==> src/hdl/dcq_pkg.sv <==
// shared types and constants of the distance ordered candidate queue
// no dependencies; every other file but dcq_ram refers to this package by scoped names
package dcq_pkg;

	localparam int CAPACITY = 64;
	localparam int IDX_W    = $clog2(CAPACITY);
	localparam int CNT_W    = $clog2(CAPACITY + 1);
	localparam int OCC_W    = 7;
	localparam int ID_W     = 32;
	localparam int DIST_W   = 32;
	localparam int ENTRY_W  = ID_W + DIST_W;

	typedef enum logic [2:0] {
		KIND_PUSH   = 3'd0,
		KIND_POP    = 3'd1,
		KIND_PEEK   = 3'd2,
		KIND_FIND   = 3'd3,
		KIND_UPDATE = 3'd4,
		KIND_CLEAR  = 3'd5
	} kind_t;

	typedef enum logic [1:0] {
		STAT_OK      = 2'd0,
		STAT_EMPTY   = 2'd1,
		STAT_FULL    = 2'd2,
		STAT_MISSING = 2'd3
	} status_t;

	typedef enum logic [3:0] {
		S_IDLE,
		S_SCAN_RD,
		S_SCAN_CHK,
		S_DEL_RD,
		S_DEL_WR,
		S_DEL_END,
		S_INS_START,
		S_INS_RD,
		S_INS_WR,
		S_INS_PUT,
		S_DONE
	} state_t;

	typedef struct packed {
		logic [DIST_W-1:0] distance;
		logic [ID_W-1:0]   id;
	} entry_t;

	typedef struct packed {
		logic [2:0]        kind;
		logic [ID_W-1:0]   id;
		logic [DIST_W-1:0] distance;
	} cmd_t;

	typedef struct packed {
		status_t           status;
		logic [ID_W-1:0]   id;
		logic [DIST_W-1:0] distance;
		logic [OCC_W-1:0]  occ;
	} res_t;

endpackage

==> src/hdl/distance_ordered_candidate_queue.sv <==
// top level of the distance ordered candidate queue: request buffer, result register
// depends on dcq_pkg, dcq_ctrl and dcq_ram
//
// Bounded priority queue of up to dcq_pkg::CAPACITY entries (vertex id, distance) held
// sorted by rising distance in one synchronous ram; equal distances keep arrival order.
// Every request gives one result. Work is done one request at a time by a sequencer
// that reads one ram entry, then writes it back, one entry at a time, so the time per
// request follows the number of entries held. Clear, a dropped push and a pop, peek,
// find or update of an empty queue go straight to the result; peek reads the head,
// find scans to a hit or to the end, pop takes the head and closes the gap, push moves
// up the entries above its place, and update scans, closes the gap and reopens it at
// the new place. One request waits in an input buffer while another is worked on,
// and a finished result waits in the output register without blocking the next
// request. No clearing pass after reset: only entries below the count are read.
module distance_ordered_candidate_queue (
	input  logic        clk,
	input  logic        arst_n,
	input  logic        s_axis_tvalid,
	output logic        s_axis_tready,
	input  logic [63:0] s_axis_tdata,  // vertex_id[31:0], distance[63:32]
	input  logic [2:0]  s_axis_tuser,  // kind[2:0]
	output logic        m_axis_tvalid,
	input  logic        m_axis_tready,
	output logic [71:0] m_axis_tdata,  // found_id[31:0], found_distance[63:32],
	                                   // occupancy[70:64], zero[71]
	output logic [1:0]  m_axis_tuser   // status[1:0]
);

	dcq_pkg::cmd_t cmd_q;
	dcq_pkg::res_t res, res_q;
	logic          cmd_full_q, out_full_q;
	logic          cmd_take, res_valid, res_ready;

	assign s_axis_tready = !cmd_full_q;
	assign res_ready     = !out_full_q || m_axis_tready;

	always_ff @(posedge clk or negedge arst_n) begin
		if (!arst_n) begin
			cmd_full_q <= 1'b0;
			out_full_q <= 1'b0;
		end else begin
			if (s_axis_tvalid && s_axis_tready) begin
				cmd_full_q <= 1'b1;
			end else if (cmd_take) begin
				cmd_full_q <= 1'b0;
			end
			if (res_valid && res_ready) begin
				out_full_q <= 1'b1;
			end else if (m_axis_tready) begin
				out_full_q <= 1'b0;
			end
		end
	end

	always_ff @(posedge clk) begin
		if (s_axis_tvalid && s_axis_tready) begin
			cmd_q <= '{kind: s_axis_tuser, id: s_axis_tdata[31:0],
			           distance: s_axis_tdata[63:32]};
		end
		if (res_valid && res_ready) begin
			res_q <= res;
		end
	end

	dcq_ctrl u_ctrl (
		.clk      (clk),
		.arst_n   (arst_n),
		.cmd_valid(cmd_full_q),
		.cmd      (cmd_q),
		.cmd_take (cmd_take),
		.res_valid(res_valid),
		.res_ready(res_ready),
		.res      (res)
	);

	assign m_axis_tvalid = out_full_q;
	assign m_axis_tuser  = res_q.status;
	assign m_axis_tdata  = {1'b0, res_q.occ, res_q.distance, res_q.id};

endmodule

==> src/hdl/dcq_ram.sv <==
// generic simple dual-port ram, one write port, one read port with registered data
// no dependencies
module dcq_ram #(
	parameter int WIDTH = 64,
	parameter int DEPTH = 64
) (
	input  logic                     clk,
	input  logic                     we,
	input  logic [$clog2(DEPTH)-1:0] waddr,
	input  logic [WIDTH-1:0]         wdata,
	input  logic [$clog2(DEPTH)-1:0] raddr,
	output logic [WIDTH-1:0]         rdata
);

	logic [WIDTH-1:0] mem [DEPTH];

	always_ff @(posedge clk) begin
		if (we) begin
			mem[waddr] <= wdata;
		end
		rdata <= mem[raddr];
	end

endmodule

==> src/hdl/dcq_ctrl.sv <==
// sequencer of the candidate queue: scans, shifts and inserts entries in the sorted ram
// depends on dcq_pkg and dcq_ram
module dcq_ctrl (
	input  logic           clk,
	input  logic           arst_n,
	input  logic           cmd_valid,
	input  dcq_pkg::cmd_t  cmd,
	output logic           cmd_take,
	output logic           res_valid,
	input  logic           res_ready,
	output dcq_pkg::res_t  res
);

	dcq_pkg::state_t state_q, state_d;
	dcq_pkg::cmd_t   cmd_q;
	dcq_pkg::status_t status_q;
	logic [dcq_pkg::ID_W-1:0]   rid_q;
	logic [dcq_pkg::DIST_W-1:0] rdist_q;
	logic [dcq_pkg::CNT_W-1:0]  count_q;
	logic [dcq_pkg::CNT_W-1:0]  j_q;
	logic [dcq_pkg::CNT_W-1:0]  lim_q;

	logic                       we;
	logic [dcq_pkg::IDX_W-1:0]  waddr;
	logic [dcq_pkg::IDX_W-1:0]  raddr;
	dcq_pkg::entry_t            wdata;
	dcq_pkg::entry_t            rd;
	logic [dcq_pkg::ENTRY_W-1:0] rdata;
	dcq_pkg::entry_t            new_entry;

	logic is_full, is_empty, head_op, hit, last_scan, del_more, del_last, after, kill;

	assign rd        = dcq_pkg::entry_t'(rdata);
	assign new_entry = '{distance: cmd_q.distance, id: cmd_q.id};
	assign is_full   = count_q >= dcq_pkg::CNT_W'(dcq_pkg::CAPACITY);
	assign is_empty  = count_q == '0;
	assign head_op   = (cmd_q.kind == dcq_pkg::KIND_POP) || (cmd_q.kind == dcq_pkg::KIND_PEEK);
	// pop and peek take the head entry without comparing
	assign hit       = head_op || (rd.id == cmd_q.id);
	assign last_scan = j_q == count_q - 1'b1;
	assign del_more  = (j_q + 1'b1) < count_q;
	assign del_last  = j_q == count_q - 1'b1;
	assign kill      = (cmd_q.kind == dcq_pkg::KIND_POP) || (cmd_q.kind == dcq_pkg::KIND_UPDATE);
	// entry stays above the new one: larger distance, or equal and past the old place
	assign after     = (rd.distance > cmd_q.distance) ||
	                   ((rd.distance == cmd_q.distance) && (j_q >= lim_q));

	dcq_ram #(
		.WIDTH(dcq_pkg::ENTRY_W),
		.DEPTH(dcq_pkg::CAPACITY)
	) u_ram (
		.clk  (clk),
		.we   (we),
		.waddr(waddr),
		.wdata(wdata),
		.raddr(raddr),
		.rdata(rdata)
	);

	// next state
	always_comb begin
		state_d = state_q;
		unique case (state_q)
			dcq_pkg::S_IDLE: begin
				if (cmd_valid) begin
					unique case (cmd.kind)
						dcq_pkg::KIND_PUSH:
							state_d = is_full ? dcq_pkg::S_DONE : dcq_pkg::S_INS_START;
						dcq_pkg::KIND_POP, dcq_pkg::KIND_PEEK,
						dcq_pkg::KIND_FIND, dcq_pkg::KIND_UPDATE:
							state_d = is_empty ? dcq_pkg::S_DONE : dcq_pkg::S_SCAN_RD;
						default:
							state_d = dcq_pkg::S_DONE;
					endcase
				end
			end
			dcq_pkg::S_SCAN_RD:  state_d = dcq_pkg::S_SCAN_CHK;
			dcq_pkg::S_SCAN_CHK: begin
				if (hit) begin
					if (kill) begin
						state_d = del_more ? dcq_pkg::S_DEL_RD : dcq_pkg::S_DEL_END;
					end else begin
						state_d = dcq_pkg::S_DONE;
					end
				end else begin
					state_d = last_scan ? dcq_pkg::S_DONE : dcq_pkg::S_SCAN_RD;
				end
			end
			dcq_pkg::S_DEL_RD:  state_d = dcq_pkg::S_DEL_WR;
			dcq_pkg::S_DEL_WR:  state_d = del_last ? dcq_pkg::S_DEL_END : dcq_pkg::S_DEL_RD;
			dcq_pkg::S_DEL_END: begin
				state_d = (cmd_q.kind == dcq_pkg::KIND_UPDATE) ? dcq_pkg::S_INS_START
				                                              : dcq_pkg::S_DONE;
			end
			dcq_pkg::S_INS_START: state_d = is_empty ? dcq_pkg::S_INS_PUT : dcq_pkg::S_INS_RD;
			dcq_pkg::S_INS_RD:    state_d = dcq_pkg::S_INS_WR;
			dcq_pkg::S_INS_WR: begin
				if (after) begin
					state_d = (j_q == '0) ? dcq_pkg::S_INS_PUT : dcq_pkg::S_INS_RD;
				end else begin
					state_d = dcq_pkg::S_DONE;
				end
			end
			dcq_pkg::S_INS_PUT: state_d = dcq_pkg::S_DONE;
			dcq_pkg::S_DONE:    state_d = res_ready ? dcq_pkg::S_IDLE : dcq_pkg::S_DONE;
			default:            state_d = dcq_pkg::S_IDLE;
		endcase
	end

	// ram access and handshake outputs
	always_comb begin
		we        = 1'b0;
		waddr     = dcq_pkg::IDX_W'(j_q + 1'b1);
		wdata     = rd;
		raddr     = j_q[dcq_pkg::IDX_W-1:0];
		cmd_take  = 1'b0;
		res_valid = 1'b0;
		unique case (state_q)
			dcq_pkg::S_IDLE: cmd_take = cmd_valid;
			dcq_pkg::S_DEL_WR: begin
				we    = 1'b1;
				waddr = dcq_pkg::IDX_W'(j_q - 1'b1);
			end
			dcq_pkg::S_INS_WR: begin
				we    = 1'b1;
				wdata = after ? rd : new_entry;
			end
			dcq_pkg::S_INS_PUT: begin
				we    = 1'b1;
				waddr = '0;
				wdata = new_entry;
			end
			dcq_pkg::S_DONE: res_valid = 1'b1;
			default: ;
		endcase
	end

	assign res = '{status: status_q, id: rid_q, distance: rdist_q,
	               occ: dcq_pkg::OCC_W'(count_q)};

	always_ff @(posedge clk or negedge arst_n) begin
		if (!arst_n) begin
			state_q <= dcq_pkg::S_IDLE;
			count_q <= '0;
		end else begin
			state_q <= state_d;
			if (state_q == dcq_pkg::S_IDLE && cmd_valid && cmd.kind == dcq_pkg::KIND_CLEAR) begin
				count_q <= '0;
			end else if (state_q == dcq_pkg::S_DEL_END) begin
				count_q <= count_q - 1'b1;
			end else if (state_q == dcq_pkg::S_INS_PUT ||
			             (state_q == dcq_pkg::S_INS_WR && !after)) begin
				count_q <= count_q + 1'b1;
			end
		end
	end

	// payload and walk registers
	always_ff @(posedge clk) begin
		unique case (state_q)
			dcq_pkg::S_IDLE: begin
				if (cmd_valid) begin
					cmd_q    <= cmd;
					j_q      <= '0;
					lim_q    <= count_q;
					rid_q    <= '0;
					rdist_q  <= '0;
					status_q <= dcq_pkg::STAT_OK;
					unique case (cmd.kind)
						dcq_pkg::KIND_PUSH:
							if (is_full) status_q <= dcq_pkg::STAT_FULL;
						dcq_pkg::KIND_POP, dcq_pkg::KIND_PEEK:
							if (is_empty) status_q <= dcq_pkg::STAT_EMPTY;
						dcq_pkg::KIND_FIND, dcq_pkg::KIND_UPDATE:
							if (is_empty) status_q <= dcq_pkg::STAT_MISSING;
						default: ;
					endcase
				end
			end
			dcq_pkg::S_SCAN_CHK: begin
				j_q <= j_q + 1'b1;
				if (hit) begin
					rid_q   <= rd.id;
					rdist_q <= (cmd_q.kind == dcq_pkg::KIND_UPDATE) ? cmd_q.distance
					                                                : rd.distance;
					lim_q   <= j_q;
				end else if (last_scan) begin
					status_q <= dcq_pkg::STAT_MISSING;
				end
			end
			dcq_pkg::S_DEL_WR:    j_q <= j_q + 1'b1;
			dcq_pkg::S_INS_START: j_q <= count_q - 1'b1;
			dcq_pkg::S_INS_WR:    if (after) j_q <= j_q - 1'b1;
			default: ;
		endcase
	end

endmodule

==> config.mk <==
export PLATFORM = sky130hd
export DESIGN_NAME = distance_ordered_candidate_queue
export DESIGN_NICKNAME = d
export VERILOG_FILES = /design/src/hdl/dcq_pkg.sv /design/src/hdl/distance_ordered_candidate_queue.sv /design/src/hdl/dcq_ram.sv /design/src/hdl/dcq_ctrl.sv
export SDC_FILE = /design/constraint.sdc
export NUM_CORES = 2
export LEC_CHECK = 0
export BUFFER_PORTS_ARGS = -buffer_cell sky130_fd_sc_hd__buf_2
export CAP_MARGIN = 25
export CORE_UTILIZATION = 40
export DETAILED_ROUTE_END_ITERATION = 16
export GPL_TIMING_DRIVEN = 0
export PLACE_DENSITY_LB_ADDON = 0.15
export SLEW_MARGIN = 20
export SYNTH_ARGS = -nofsm -noshare
export SYNTH_HDL_FRONTEND = slang
export SYNTH_SLANG_ARGS = --single-unit
==> constraint.sdc <==
create_clock -name clk -period 25 [get_ports clk]
set_input_delay 3.75 -clock clk [delete_from_list [all_inputs] [get_ports clk]]
set_output_delay 3.75 -clock clk [all_outputs]
set_load 0.02 [all_outputs]
[Word-level counts from Yosys, hierarchy flattened]
Memories as Yosys holds them, arrays and structs flattened. A register that Yosys moved wholly into a read port is not among the register bits.
Index checks and enable logic that the tools add are counted.
Operators by class
  add/subtract/negate cells: 4
  multiply operators: 0
  divide/modulo/power cells: 0
  order comparisons: 4
  eq/ne operators: 26
  shift operators: 0
  muxes and demuxes: 50
  bitwise logic cells: 0
  reductions and logical operators: 33
Operators by type and width (number)
  $mux W32: 4
  $pmux W32 S2: 2
  $pmux W64 S2: 1
  $eq A32 B32 Y1: 2
  $mux W64: 1
  $mux W7: 7
  $mux W4: 11
  $pmux W4 S11: 1
  $gt A32 B32 Y1: 1
  $pmux W7 S4: 1
  $eq A4 B3 Y1 const B: 4
  $add A7 B1 Y7 const B: 2
  $logic_not A7 Y1: 2
  $pmux W7 S2: 1
  $sub A7 B1 Y7 const B: 2
  $eq A4 B4 Y1 const B: 3
  $pmux W6 S2: 1
  $mux W1: 10
  $mux W2: 5
  $eq A3 B2 Y1 const B: 3
  $eq A3 B3 Y1 const B: 3
  $eq A4 B2 Y1 const B: 2
  $pmux W4 S2: 1
  $eq A7 B7 Y1: 1
  other kinds (24): 46
Storage, ports and cells
  flip-flop bits (word level): 300
  latch bits: 0
  RAM bits: 4096
  memory bits (read-only): 0
  input port bits: 71
  output and inout bits: 76
  logic and storage cells: 137
  memories kept: 1
Memory list
  u_ctrl.u_ram.mem: words 64, bits a word 64, read ports 1, clocked after memory_dff 1, wr ports 1, RTL line dcq_ram.sv:15  | logic [WIDTH-1:0] mem [DEPTH];

[Logic depth before layout (Yosys ltp)]
  word-level depth: 9
  depth in mapped cells: 15
  depth with buffers taken out: 11

[Modules after synthesis]
Synthesis repeated with hierarchy kept, for this count alone.
Second synthesis, totals
  cell total of the unflattened synthesis: 7616
  area total of the unflattened synthesis: 169744.0 sq um
Modules (own cells, without submodules)
  dcq_ram: instances 1, cells an instance 6598, area each 156348.7 sq um, sequential area each 124279.2 sq um
  dcq_ctrl: instances 1, cells an instance 868, area each 9083.7 sq um, sequential area each 4689.5 sq um
  distance_ordered_candidate_queue: instances 1, cells an instance 150, area each 4311.6 sq um, sequential area each 4254.1 sq um

[Worst setup path after synthesis]
Ideal clock, no wire load.
  kind: reg-to-reg
  start: register u_ctrl.state_q[0]
  end: register u_ctrl.lim_q[0] (netlist name) (enable)
  setup time: 515 ps
  arrival: 9573 ps
  slack: 14912 ps
  cell stages (with the launch flop): 6
  cells stage by stage: dfrtp_1 clkbuf_1 nor2_1 inv_1 nor4_1 o21bai_1
On the way
  word-level cells in the longest chain between the ends: 3
RTL lines
  start: declaration: RTL line dcq_ctrl.sv:14  | dcq_pkg::state_t state_q, state_d;
  start signal: assignment: RTL line dcq_ctrl.sv:143  | state_q <= dcq_pkg::S_IDLE;
  start signal: assignment: RTL line dcq_ctrl.sv:146  | state_q <= state_d;
  $eq A4 B2 Y1 or $logic_not A4 Y1 (tied branches): RTL line dcq_ctrl.sv:160  | unique case (state_q)
  $ne A2 B1 Y1 (no source line) (tied with other cells)
  $reduce_and A3 Y1 (no source line) (*)
  end signal: assignment: RTL line dcq_ctrl.sv:165  | lim_q <= count_q;
  end signal: assignment: RTL line dcq_ctrl.sv:186  | lim_q <= j_q;
  end: declaration: RTL line dcq_ctrl.sv:21  | logic [dcq_pkg::CNT_W-1:0] lim_q;
Every way passes the cells marked *; elsewhere a longest branch is shown, timed or not.
A chain may end at the register's enable or synchronous reset.

[Worst setup path after layout]
  start: register u_ctrl.j_q[0] (netlist name)
  end: memory u_ctrl.u_ram.mem[19][58], data pin
On the way
  word-level cells in the longest chain between the ends: 5
RTL lines
  start: declaration: RTL line dcq_ctrl.sv:20  | logic [dcq_pkg::CNT_W-1:0] j_q;
  start signal: assignment: RTL line dcq_ctrl.sv:181  | j_q <= j_q + 1'b1;
  start signal: assignment: RTL line dcq_ctrl.sv:191  | dcq_pkg::S_DEL_WR: j_q <= j_q + 1'b1;
  start signal: assignment: RTL line dcq_ctrl.sv:192  | dcq_pkg::S_INS_START: j_q <= count_q - 1'b1;
  $ge A7 B7 Y1: RTL line dcq_ctrl.sv:46  | ((rd.distance == cmd_q.distance) && (j_q >= lim_q));
  $logic_and A1 B1 Y1: RTL line dcq_ctrl.sv:46
  $logic_or A1 B1 Y1: RTL line dcq_ctrl.sv:45  | assign after = (rd.distance > cmd_q.distance) ||
  $mux W64: RTL line dcq_ctrl.sv:126  | wdata = after ? rd : new_entry;
  $pmux W64 S2: RTL line dcq_ctrl.sv:118  | unique case (state_q)
  via u_ctrl.u_ram.wdata[58]: RTL line dcq_ram.sv:10  | input logic [WIDTH-1:0] wdata,
  end: declaration: RTL line dcq_ram.sv:15
The timed path passes the listed nets, and every way through them passes these cells.

==> impl_metrics.env <==
export IMPL_status="complete, no violations"
export IMPL_grt_util_met2_pct=38.9
export IMPL_p_per_area_nw_per_um2=127
export IMPL_grt_pass1_vias=84200
export IMPL_setup_tns_ns=0
export IMPL_drtIter0Drc=10600
export IMPL_grt_busiest_layer="met2"
export IMPL_synth_seq_area_share_pct=78.5
export IMPL_start_kind="flop"
export IMPL_worstPathRequired_ns=25.83
export IMPL_p_leak_nw=63.8
export IMPL_internal_power_mw=17.3
export IMPL_nNetsFinal=8215
export IMPL_ir_drop_mv=0.0736
export IMPL_clk_path_buf_depth=4
export IMPL_slowest_stage="o21ai_1"
export IMPL_port_buffers=145
export IMPL_combPwrFrac_pct=33.8
export IMPL_yosys_warnings=0
export IMPL_die_w_um=653
export IMPL_via_per_inst=5.84
export IMPL_yosys_area_top_type="edfxtp_1"
export IMPL_totalPowerFinal_mw=25.8
export IMPL_design_core_area_sq_um=421000
export IMPL_ant_nets=0
export IMPL_fin_crit_sh_pct=27.2
export IMPL_multi_input_area_sq_um=36100
export IMPL_routed_wl_um=514000
export IMPL_overflow=0
export IMPL_power_switching_mw=8.50
export IMPL_hp_class="flop to flop"
export IMPL_synthFlopType="edfxtp_1"
export IMPL_max_freq_mhz=147
export IMPL_postCtsSetupBuffers=0
export IMPL_postSynth_asyncResetShare_pct=0.291
export IMPL_finalSetupViolCount=0
export IMPL_syn_area_sq_um=170000
export IMPL_relSlewSlack_pct=23.0
export IMPL_h_tree_depth=5
export IMPL_final_common_cell="edfxtp_1"
export IMPL_cts_tree="done"
export IMPL_synth_top_cell_area_share_pct=77.6
export IMPL_crit_fanout=22
export IMPL_p_clk_share_pct=26.4
export IMPL_crit_type="flop to flop"
export IMPL_grt_max_degree=43
export IMPL_skew_ns=0.0727
export IMPL_place_congestion=0.848
export IMPL_cts_resized_gates=0
export IMPL_fin_hold_ws_ns=0.402
export IMPL_ys_types=57
export IMPL_synth_area_per_cell_sq_um=24.3
export IMPL_path_buf_inv=9
export IMPL_dp_final_hpwl_um=367000
export IMPL_seq_area_sq_um=133000
export IMPL_num_vias=82800
export IMPL_maxCapViolations=0
export IMPL_synthToLayoutAreaGrowth_pct=20.0
export IMPL_crit_chain="buf_2, buf_4, buf_1, inv_1, ha_1, nor2_1, a21oi_1, or3_1, a21oi_1, or2_2, o21ai_1, clkbuf_2, buf_2, nand2_1, o31ai_4, buf_6, buf_8, buf_6"
export IMPL_grtUsageMet1_pct=32.8
export IMPL_sw_frac_of_total_pct=33.0
export IMPL_syn_num_nets=7114
export IMPL_hold_viol=0
export IMPL_synth_area_leaders="edfxtp_1 78%, mux4_2 18%, dfxtp_1 0.76%"
export IMPL_cts_buffers_inserted=459
export IMPL_dp_slack_ns=18.26
export IMPL_cp_arrival_ns=7.64
export IMPL_clock_sinks=4460
export IMPL_first_pass_iters=7
export IMPL_finalWorstSetupSlack_ns=18.19
export IMPL_critPathCaptureType="flop"
export IMPL_fillCellCount=33900
export IMPL_drc_errors=0
export IMPL_final_cell_mix="4383 x edfxtp_1, 1344 x mux4_2, 463 x clkbuf_16, 269 x buf_2, 255 x clkbuf_1"
export IMPL_power_frac_seq_pct=39.8
export IMPL_start_util_pct=40.3
export IMPL_rows=238
export IMPL_period_minus_slack_ns=6.81
export IMPL_die_area_sq_um=427000
export IMPL_critical_path_top_delay_family="buffers and inverters"
export IMPL_synth_cells=6991
export IMPL_slew_violations=0
export IMPL_slowest_delay_ns=0.77
export IMPL_clkTransAtPathRegs_ns=0.07
export IMPL_rsz0062_at_grt="no"
export IMPL_die_h_um=653
export IMPL_antenna_found_initial=29
export IMPL_synth_edff_count=4383
export IMPL_grt_pass1_wl_um=701000
export IMPL_wl_per_cell_um=36.3
export IMPL_drive_gt1_share_pct=34.8
export IMPL_ys_ff_latch=4460
export IMPL_worst_pin_slew_ns=1.16
export IMPL_clk_latency_ns=1.03
export IMPL_cts_root_buf="clkbuf_16"
export IMPL_grt_usage_pct=24.0
export IMPL_ioPinCount=147
export IMPL_hold_buffers=0
export IMPL_gr_usage_met3_pct=4.27
## cell type report
cell class	instances	share of cell area, %
multi-input cells	2111	17.7
diodes	35	0.0430
inverters	55	0.101
well taps	5640	3.47
repair buffers	640	5.14
clock inverters	283	1.36
flip-flops and latches	4460	65.4
clock buffers	573	5.93
plain buffers	365	0.794
## power groups by stage
stage | registers [mW] | logic, mW | clock network [mW]
after floorplan | 10.6 | 4.50 | 0
after detailed placement | 10.4 | 8.79 | 0
final | 10.3 | 8.72 | 6.80
after CTS | 10.3 | 8.81 | 6.91
after global routing | 10.3 | 9.15 | 7.17
after global placement | 11.0 | 7.56 | 0
## cell usage after synthesis, types with 31 or more instances
master / count
a21oi_1: 69
and3_1: 35
buf_1: 65
buf_2: 96
clkbuf_1: 201
dfxtp_1: 64
edfxtp_1: 4383
ha_1: 52
inv_1: 55
mux4_2: 1344
nand2_1: 220
nor2_1: 98
o21ai_0: 61
o31ai_1: 31
xnor2_1: 46
## per-stage QoR
| stage | utilization (%) | std cells | area, sq um |
|---|---|---|---|
| finish | 48.3 | 14200 | 204000 |
| global route | 48.3 | 14100 | 203000 |
| CTS | 48.3 | 14100 | 203000 |
| detailed placement | 44.8 | 13300 | 189000 |
| global placement | 42.1 | 12800 | 177000 |
| floorplan | - | 6991 | 170000 |
## cells by family (layout without fill, tap and decap cells)
logic type | after synthesis | count (layout) | share of synthesized area [%]
buffers and inverters | 420 | 1916 | 1.01
multiplexers | 1349 | 1349 | 17.9
flip-flops | 4460 | 4460 | 78.5
adder cells (fa/ha/maj) | 52 | 52 | 0.384
AO/OA/AOI/OAI | 212 | 212 | 0.760
XOR/XNOR | 56 | 56 | 0.289
other | 1 | 36 | 0.00221
AND/OR/NAND/NOR | 441 | 441 | 1.15
## sequential cells by signal, summed over array words and instances (netlist names), 2 cells and up
register            flops
u_ctrl.u_ram.mem     4096
m_axis_tdata           71
cmd_q                  67
u_ctrl.cmd_q           67
u_ctrl.u_ram.rdata     64
u_ctrl.rdist_q         32
u_ctrl.rid_q           32
u_ctrl.count_q          7
u_ctrl.j_q              7
u_ctrl.lim_q            7
u_ctrl.state_q          4
m_axis_tuser            2
u_ctrl.status_q         2
## worst paths after layout
kind,from,to,slack [ns],cells after the start
min reg2reg,u_ctrl.rid_q[15],m_axis_tdata[15],0.40,0
min in group asynchronous,arst_n,u_ctrl.count_q[1],2.71,1
max in group asynchronous,arst_n,u_ctrl.count_q[6],21.89,1
min,u_ctrl.rid_q[15],m_axis_tdata[15],0.40,0
max,u_ctrl.j_q[0],u_ctrl.u_ram.mem[19][58],18.19,18
max reg2reg,u_ctrl.j_q[0],u_ctrl.u_ram.mem[19][58],18.19,18
## metal layers
layer / part of all wire, % / up-vias
li1: - / 32400
met1: 40 / 45900
met2: 48 / 3618
met3: 7.7 / 780
met4: 4.2 / 14
met5: 0.019 / -
Power figures use the tool's default switching activity.
